`src/sv/pps_pkg.sv`:
```
// shared types and constants of the perspective projection block
// standalone; imported by the controller, the datapath, the top level and the checker
`default_nettype none

package pps_pkg;

    // best distance after reset or a new frame
    localparam logic [14:0] DIST_INIT  = 15'h7FFF;
    // reciprocals for the distance estimate: /100 as *M>>30, /3 as *M>>16
    localparam logic [23:0] RECIP_100  = 24'd10737419;
    localparam logic [14:0] RECIP_3    = 15'd21846;
    // sequencer limits
    localparam logic [4:0]  DIV_LAST   = 5'd16;
    localparam logic [4:0]  DIST_LAST  = 5'd3;
    localparam logic [4:0]  PROD_LO    = 5'd0;
    localparam logic [4:0]  PROD_HI    = 5'd1;

    // configuration register indexes
    typedef enum logic [2:0] {
        CFG_SIN_YAW   = 3'd0,
        CFG_COS_YAW   = 3'd1,
        CFG_SIN_PITCH = 3'd2,
        CFG_COS_PITCH = 3'd3,
        CFG_FOCAL     = 3'd4,
        CFG_SNAP_EN   = 3'd5,
        CFG_TARGET_H  = 3'd6,
        CFG_TARGET_V  = 3'd7
    } t_cfg_idx;

    // multiplier operations: coefficient products, rotation terms, numerator halves
    typedef enum logic [3:0] {
        MOP_CSP = 4'd0,
        MOP_SSP = 4'd1,
        MOP_CCP = 4'd2,
        MOP_SCP = 4'd3,
        MOP_X0  = 4'd4,
        MOP_X1  = 4'd5,
        MOP_Y0  = 4'd6,
        MOP_Y1  = 4'd7,
        MOP_Y2  = 4'd8,
        MOP_Z0  = 4'd9,
        MOP_Z1  = 4'd10,
        MOP_Z2  = 4'd11,
        MOP_NLO = 4'd12,
        MOP_NHI = 4'd13
    } t_mop;

    typedef struct packed {
        logic signed [31:0] vertex_x;
        logic signed [31:0] vertex_y;
        logic signed [31:0] vertex_z;
        logic               new_frame;
    } t_vertex_req;

    typedef struct packed {
        logic signed [15:0] screen_h;
        logic signed [15:0] screen_v;
        logic        [30:0] depth_out;
        logic               behind_camera;
        logic        [14:0] best_distance_out;
        logic signed [15:0] best_h_out;
        logic signed [15:0] best_v_out;
        logic signed [31:0] best_x_out;
        logic signed [31:0] best_y_out;
        logic signed [31:0] best_z_out;
    } t_result_req;

    // controller to datapath
    typedef struct packed {
        logic load;
        logic mul_go;
        t_mop mop;
        logic check;
        logic setup;
        logic sel_y;
        logic div_init;
        logic div_step;
        logic store;
        logic best_upd;
        logic out_load;
    } t_cmd;

    // datapath to controller
    typedef struct packed {
        logic z_nonpos;
    } t_status;

endpackage

`default_nettype wire

```
`src/sv/pps_ctrl.sv`:
```
// sequencing state machine of the perspective projection block
// depends on pps_pkg; drives the datapath through t_cmd
`default_nettype none

module pps_ctrl import pps_pkg::*; (
    input  logic    i_clk,
    input  logic    i_rst_n,
    input  logic    i_in_valid,
    output logic    o_in_stall,
    output logic    o_out_valid,
    input  logic    i_out_stall,
    input  t_status i_status,
    output t_cmd    o_cmd
);

    typedef enum logic [9:0] {
        S_IDLE  = 10'b00_0000_0001,
        S_ROT   = 10'b00_0000_0010,
        S_DRAIN = 10'b00_0000_0100,
        S_CHECK = 10'b00_0000_1000,
        S_SETUP = 10'b00_0001_0000,
        S_PROD  = 10'b00_0010_0000,
        S_DIV   = 10'b00_0100_0000,
        S_STORE = 10'b00_1000_0000,
        S_DIST  = 10'b01_0000_0000,
        S_DONE  = 10'b10_0000_0000
    } t_state;

    t_state     r_state, n_state;
    t_mop       r_mop, n_mop;
    logic [4:0] r_cnt, n_cnt;
    logic       r_pass, n_pass;
    logic       r_ovld, n_ovld;

    // state and counters
    always_ff @(posedge i_clk) begin
        if (!i_rst_n) begin
            r_state <= S_IDLE;
            r_mop   <= MOP_CSP;
            r_cnt   <= '0;
            r_pass  <= 1'b0;
            r_ovld  <= 1'b0;
        end else begin
            r_state <= n_state;
            r_mop   <= n_mop;
            r_cnt   <= n_cnt;
            r_pass  <= n_pass;
            r_ovld  <= n_ovld;
        end
    end

    // next state and commands
    always_comb begin
        n_state = r_state;
        n_mop   = r_mop;
        n_cnt   = r_cnt;
        n_pass  = r_pass;
        n_ovld  = r_ovld && i_out_stall;
        o_cmd   = '0;
        o_cmd.mop = r_mop;
        unique case (r_state)
            S_IDLE: begin
                if (i_in_valid) begin
                    o_cmd.load = 1'b1;
                    n_mop      = MOP_CSP;
                    n_state    = S_ROT;
                end
            end
            S_ROT: begin
                o_cmd.mul_go = 1'b1;
                if (r_mop == MOP_Z2) begin
                    n_state = S_DRAIN;
                end else begin
                    n_mop = t_mop'(r_mop + 4'd1);
                end
            end
            S_DRAIN: begin
                n_state = S_CHECK;
            end
            S_CHECK: begin
                o_cmd.check = 1'b1;
                n_pass      = 1'b0;
                if (i_status.z_nonpos) begin
                    n_state = S_DONE;
                end else begin
                    n_state = S_SETUP;
                end
            end
            S_SETUP: begin
                o_cmd.setup = 1'b1;
                o_cmd.sel_y = r_pass;
                n_cnt       = '0;
                n_state     = S_PROD;
            end
            S_PROD: begin
                n_cnt = r_cnt + 5'd1;
                if (r_cnt == PROD_LO) begin
                    o_cmd.mul_go = 1'b1;
                    o_cmd.mop    = MOP_NLO;
                end else if (r_cnt == PROD_HI) begin
                    o_cmd.mul_go = 1'b1;
                    o_cmd.mop    = MOP_NHI;
                end else begin
                    n_cnt   = '0;
                    n_state = S_DIV;
                end
            end
            S_DIV: begin
                if (r_cnt == '0) begin
                    o_cmd.div_init = 1'b1;
                end else begin
                    o_cmd.div_step = 1'b1;
                end
                if (r_cnt == DIV_LAST) begin
                    n_cnt   = '0;
                    n_state = S_STORE;
                end else begin
                    n_cnt = r_cnt + 5'd1;
                end
            end
            S_STORE: begin
                o_cmd.store = 1'b1;
                o_cmd.sel_y = r_pass;
                n_cnt       = '0;
                if (!r_pass) begin
                    n_pass  = 1'b1;
                    n_state = S_SETUP;
                end else begin
                    n_state = S_DIST;
                end
            end
            S_DIST: begin
                if (r_cnt == DIST_LAST) begin
                    o_cmd.best_upd = 1'b1;
                    n_state        = S_DONE;
                end else begin
                    n_cnt = r_cnt + 5'd1;
                end
            end
            S_DONE: begin
                if (!r_ovld || !i_out_stall) begin
                    o_cmd.out_load = 1'b1;
                    n_ovld         = 1'b1;
                    n_state        = S_IDLE;
                end
            end
            default: begin
                n_state = S_IDLE;
            end
        endcase
    end

    assign o_in_stall  = (r_state != S_IDLE);
    assign o_out_valid = r_ovld;

endmodule

`default_nettype wire

```
`config.mk`:
```
export PLATFORM = sky130hd
export DESIGN_NAME = pps_ctrl
export DESIGN_NICKNAME = d
export VERILOG_FILES = /design/src/sv/pps_pkg.sv /design/src/sv/pps_ctrl.sv
export SDC_FILE = /design/constraint.sdc
export NUM_CORES = 1
export LEC_CHECK = 0
export BUFFER_PORTS_ARGS = -buffer_cell sky130_fd_sc_hd__buf_2
export CORE_MARGIN = 5
export CORE_UTILIZATION = 45
export CTS_CLUSTER_SIZE = 12
export DETAILED_ROUTE_END_ITERATION = 7
export PLACE_DENSITY_LB_ADDON = 0.12
export SLEW_MARGIN = 10
export SYNTH_ARGS = -nofsm -noshare
export SYNTH_HDL_FRONTEND = slang
export SYNTH_SLANG_ARGS = --single-unit
```
`constraint.sdc`:
```
create_clock -name i_clk -period 3.7 [get_ports i_clk]
set_input_delay 0.74 -clock i_clk [delete_from_list [all_inputs] [get_ports i_clk]]
set_output_delay 0.74 -clock i_clk [all_outputs]
set_load 0.005 [all_outputs]
```
Word-level counts from Yosys, hierarchy flattened. Cells that the tools add are included.

Mux-type cells: 38. $add $sub $neg: 2. Equal/unequal tests: 24. Reductions and logical operators: 12.

Operators with widths (count): $pmux 10 s10 (1); $mux 10 (8); $mux 5 (6); $pmux 5 s4 (1); $ne 2x2->1 const B (9); $mux 1 (14); $mux 4 (3); $eq 10x1->1 const B (1); $eq 10x10->1 const B (1); $eq 10x2->1 const B (1); $eq 10x3->1 const B (1); $eq 10x4->1 const B (1); $eq 10x5->1 const B (1); $eq 10x6->1 const B (1); $eq 10x7->1 const B (1); $eq 10x8->1 const B (1); $eq 10x9->1 const B (1); $ne 10x1->1 const B (1); $mux 9 (1); $pmux 4 s2 (1); $reduce_and 7->1 (1); $add 5x1->5 const B (1); $eq 5x1->1 const B (1); $eq 5x2->1 const B (1); 14 further kinds (17).

Output and inout port bits: 16. Word-level logic and storage cells: 81. Input bits: 5. Register bits after elaboration: 21.

Depth between registers and ports, before layout.
Depth in word-level cells: 4. Depth in mapped cells: 8. Gate-level depth less buffers: 7.

Worst setup path before layout. No wires, ideal clock.

Path kind: reg-to-output. From: register r_state[0]. To: output port o_cmd[9] (netlist name). Cell stages (with the launch flop): 6. Required time: 2.960 ns. Data arrival time: 1.439 ns. Slack: 1.521 ns. Path through: dfxtp_1 -> nor4_4 -> nand3_1 -> nor2_1 -> nand2_1 -> and2_1.

RTL lines: start: declaration (RTL line pps_ctrl.sv:29) `t_state r_state, n_state;`; start signal: assignment (RTL line pps_ctrl.sv:44) `r_state <= n_state;`; end: declaration (RTL line pps_ctrl.sv:13) `output t_cmd o_cmd`.

==> summary by stage <==
Synthesis
The cell count after synthesis came out at around 180. The portion of the post-synthesis area used by sequential elements is between 20% and 30%. The synthesized design contains 0 enable-type register cells. The mean cell area of the mapped netlist is 8.006 um^2. When the netlist entered floorplanning its net count stood at between 150 and 200. The count of state elements after synthesis is 21.

In the synthesized netlist the dominant register cell turns out to be sky130_fd_sc_hd__dfxtp_1. For this run, asynchronously set or reset flops after synthesis account for 0%. The post-synthesis cell type count is 58.

Yosys printed 0 warnings. The summed instance area of the synthesized netlist is between 1000 and 1500 um^2.

Critical path
Counting buffers and inverters, the worst setup path is 6 cells deep. STA classifies the critical path startpoint as a flip-flop. The critical path goes through nor4_4 > nand3_1 > nor2_1 > nand2_1 > and2_1 > buf_2. Broken down by cell family, the worst path's largest delay share belongs to simple AND/OR/NAND/NOR gates.

The critical path's largest stage delay is 0.49 ns. The endpoint required time on the critical path is 2.96 ns. Along the worst path, the maximum fanout reaches 8. The worst reg-to-reg path cell count is 7.

The worst setup path is captured at an output pin. By startpoint and endpoint, the worst setup path is classified as flip-flop to output pin. Data on the critical path arrives at its endpoint at 2.14 ns. The combined buffer and inverter count along the critical path is 1.

Among all stages on the critical path, the largest delay is contributed by sky130_fd_sc_hd__nor4_4.

Clock tree
The number of H-tree levels is 1. The number of setup buffers added after CTS is 0. The maximum buffer depth of the clock tree is 2.

Buffers inserted to repair hold after CTS numbered 0. Clock tree synthesis inserted a total of 3 buffers. TritonCTS built the clock tree.

After clock tree synthesis, the repair step resized 0 gates. Clock-pin slew was measured on the worst setup and hold paths at between 0.1 and 0.15 ns. The cell sitting at the root of the clock tree is a sky130_fd_sc_hd__clkbuf_4. For the worst-skew pair, the clock arrives at the later sink with an insertion delay of 0.31 ns.

The clock sink total is 21.

Timing
The transition time at the pin with the least slew margin is approximately 0.52 ns. The total negative slack for setup checks is 0 ns. The final count of hold timing violations is 0. The tightest hold path in the finished design has a slack of about 0.5 ns. The worst slew slack as a fraction of its limit is between 60% and 70%.

The top achievable clock speed is around 350 MHz. The clock period minus worst slack is around 2.9 ns. The setup-violating endpoint count in the final report is 0. The final worst clock skew is between 0.008 and 0.009 ns. Setup repair after global routing left no endpoint under its margin. The setup slack of the critical path after layout is roughly 0.82 ns. Of the available clock period, the critical path in the final layout requires between 70% and 80%. The number of pins exceeding their max-slew limit in the final report came to 0.

Power
Cell internal power was estimated by the tool at slightly above 0.3 mW. The leakage power is between 0.6 and 0.7 nW. The switching share of power is approximately 30%. The clock network power share is about a quarter. The analysis attributes to net switching a power of 0.1313 mW. The sequential share of power is 54.8%.

The worst-case vdd ir drop is 96.10 uV. For this design the ratio of total power to cell area is ~280 nW/um^2. Power comes to roughly 0.44 mW. The combinational group share of total power is 19.1%.

Routing
In the routed design, unresolved DRC markers number 0. The total wirelength of the detailed-routed design is around 3.4 mm. The routed via count divided by cell count is approximately 5.7. Across all layers, the routed design uses about 1400 vias. The iteration-0 DRC count of the detailed router is 56. The first-pass iteration count of the detailed router is 4. The post-route antenna net violation count is 0. In the final routed layout, each cell accounts on average for 14.38 um.

Place
Routability-driven placement finished with a final weighted congestion of ~0.83. Input and output buffers added on the ports amount to 20. Timing analysis after detailed placement gives a worst setup slack of roughly 1.2 ns. Once placement completed, the tool counted placed cells totaling ~230. In this run the cell area measured after placement is about 1500 um^2. The half-perimeter wire length after placement is approximately 2.6 mm.

GRT
The initial antenna violation count is 0. Global routing consumed, over all layers together, 17.53% of the routing resources. The number of global-route vias before repair is 1329. The total congestion overflow is 0. Entering global routing, the biggest net connects 18 pins. The global-route wire length before repair is a little over 6 mm.

Finish
The final core utilization is between 50 and 60%. The number of diodes added for antenna fixing is 0. The layout overhead on the synthesized area is 9.570%. The number of cells in the finished layout apart from fillers is between 200 and 250. The share of cells above drive strength 1 is about 17%. Summing all multi-input logic gate instances after layout gives 925.9 um^2. Summing all flip-flop and latch instances after layout gives between 400 and 500 um^2. The post-layout net count is 204. The post-route cell area is 1562 um^2. The count of fill cells added during filler insertion is 331.

Floorplan
The initial core utilization is a little under half. The core region is slightly above 3000 um^2. Pin placement for this block handled 21 I/O pins. The initialized floorplan defines 20 standard-cell rows.

The overall die area is 4392 um^2. The overall die height is 66.28 um. From left edge to right edge, the die measures 66.28 um.

Worst hold path
The number of stages on the worst hold path is 2. In this run the worst hold path is classified as flip-flop to flip-flop.

Job
The number of violations of the max-capacitance limit is 0.

Status
The flow ran to the end, and the final reports show no timing, DRC or antenna violations.
-- tightest hold or removal path: cells and delay by family, from the launching register on --
kind / cells / cell delay, ns
AO/OA/AOI/OAI: 1 / 0.06
flip-flops: 1 / 0.35
AND/OR/NAND/NOR: 1 / 0.06
-- registers in the layout, summed over array words and instances (netlist names) --
signal	count
r_mop	4
r_cnt	5
r_pass	1
o_out_valid	1
r_state	10
-- layout make-up --
class | count | share of cell area, %
clock buffers | 4 | 1.683
multi-input cells | 140 | 59.29
flip-flops and latches | 21 | 26.92
well taps | 44 | 3.526
inverters | 9 | 2.163
repair buffers | 20 | 6.410
-- per-layer routing --
metal | vias to the layer above | routed length, um | track usage [%]
li1 | 692 | - | -
met1 | 639 | 1603 | 22.28
met2 | 27 | 1671 | 30.61
met3 | 4 | 117 | 2.381
met4 | 0 | 31 | 4.822
met5 | - | 0 | 0
-- power groups by stage --
stage | Sequential [mW] | Clock (mW) | Combinational [mW]
2_1_floorplan | 0.244 | 0 | 0.0611
3_3_place_gp | 0.245 | 0 | 0.0829
3_5_place_dp | 0.246 | 0 | 0.0840
4_1_cts | 0.240 | 0.117 | 0.0845
5_1_grt | 0.242 | 0.131 | 0.0942
6_report | 0.241 | 0.114 | 0.0840
-- path summary, 6_finish.rpt --
| kind | start | slack (ns) | to |
|---|---|---|---|
| worst min-delay path | r_mop[1]$_SDFFE_PN0P_ | 0.51 | r_mop[1]$_SDFFE_PN0P_ |
| worst max-delay path | r_state[0]$_SDFFE_PN1P_ | 0.82 | o_cmd[9] |
| worst max register to register | r_cnt[0]$_SDFFE_PN0P_ | 1.37 | r_state[2]$_SDFFE_PN0P_ |
| worst min register to register | r_mop[1]$_SDFFE_PN0P_ | 0.51 | r_mop[1]$_SDFFE_PN0P_ |
-- placed cells by master (no fill, tap or decap), types with 3 or more instances in the layout --
cell type / count
sky130_fd_sc_hd__ha_1: 4
sky130_fd_sc_hd__buf_2: 20
sky130_fd_sc_hd__a21oi_1: 13
sky130_fd_sc_hd__a311oi_1: 3
sky130_fd_sc_hd__dfxtp_1: 21
sky130_fd_sc_hd__inv_1: 7
sky130_fd_sc_hd__and3_1: 6
sky130_fd_sc_hd__nand2b_1: 4
sky130_fd_sc_hd__o21ai_0: 8
sky130_fd_sc_hd__clkbuf_4: 3
sky130_fd_sc_hd__nand3_1: 8
sky130_fd_sc_hd__nor3_1: 5
sky130_fd_sc_hd__nand2_1: 17
sky130_fd_sc_hd__and2_1: 3
sky130_fd_sc_hd__nor2_1: 13
sky130_fd_sc_hd__xor2_1: 4
sky130_fd_sc_hd__nor2b_1: 8
sky130_fd_sc_hd__o211ai_1: 3
-- cells in the mapped netlist (2+ instances only) --
cell,count,area [um^2]
sky130_fd_sc_hd__clkbuf_1,2,7.510
sky130_fd_sc_hd__or2_2,2,12.51
sky130_fd_sc_hd__inv_1,7,26.28
sky130_fd_sc_hd__dfxtp_1,21,420.4
sky130_fd_sc_hd__ha_1,4,50.05
sky130_fd_sc_hd__nand2b_1,4,25.02
sky130_fd_sc_hd__a31oi_1,2,12.51
sky130_fd_sc_hd__o211ai_1,3,22.52
sky130_fd_sc_hd__nor3_1,5,25.02
sky130_fd_sc_hd__o21ai_0,8,40.04
sky130_fd_sc_hd__nand2_1,17,63.81
sky130_fd_sc_hd__nand4_1,2,12.51
sky130_fd_sc_hd__a311oi_1,3,26.28
sky130_fd_sc_hd__nor2_1,13,48.80
sky130_fd_sc_hd__xor2_1,4,35.03
sky130_fd_sc_hd__a21oi_1,13,65.06
sky130_fd_sc_hd__and3_1,6,37.54
sky130_fd_sc_hd__buf_2,3,15.01
sky130_fd_sc_hd__xnor2_1,2,17.52
sky130_fd_sc_hd__nor2b_1,8,50.05
sky130_fd_sc_hd__a41oi_1,2,17.52
sky130_fd_sc_hd__and2_1,3,18.77
sky130_fd_sc_hd__nand3_1,8,40.04
sky130_fd_sc_hd__nor4b_1,2,17.52
-- cells by family after synthesis --
family / share of synthesized area (%)
flops: 29.50
buf+inv: 5.531
compound gates: 24.32
simple gates: 33.45
xor+xnor: 3.687
fa+ha+maj: 3.512
No activity file was read; power rests on OpenSTA's default activity.
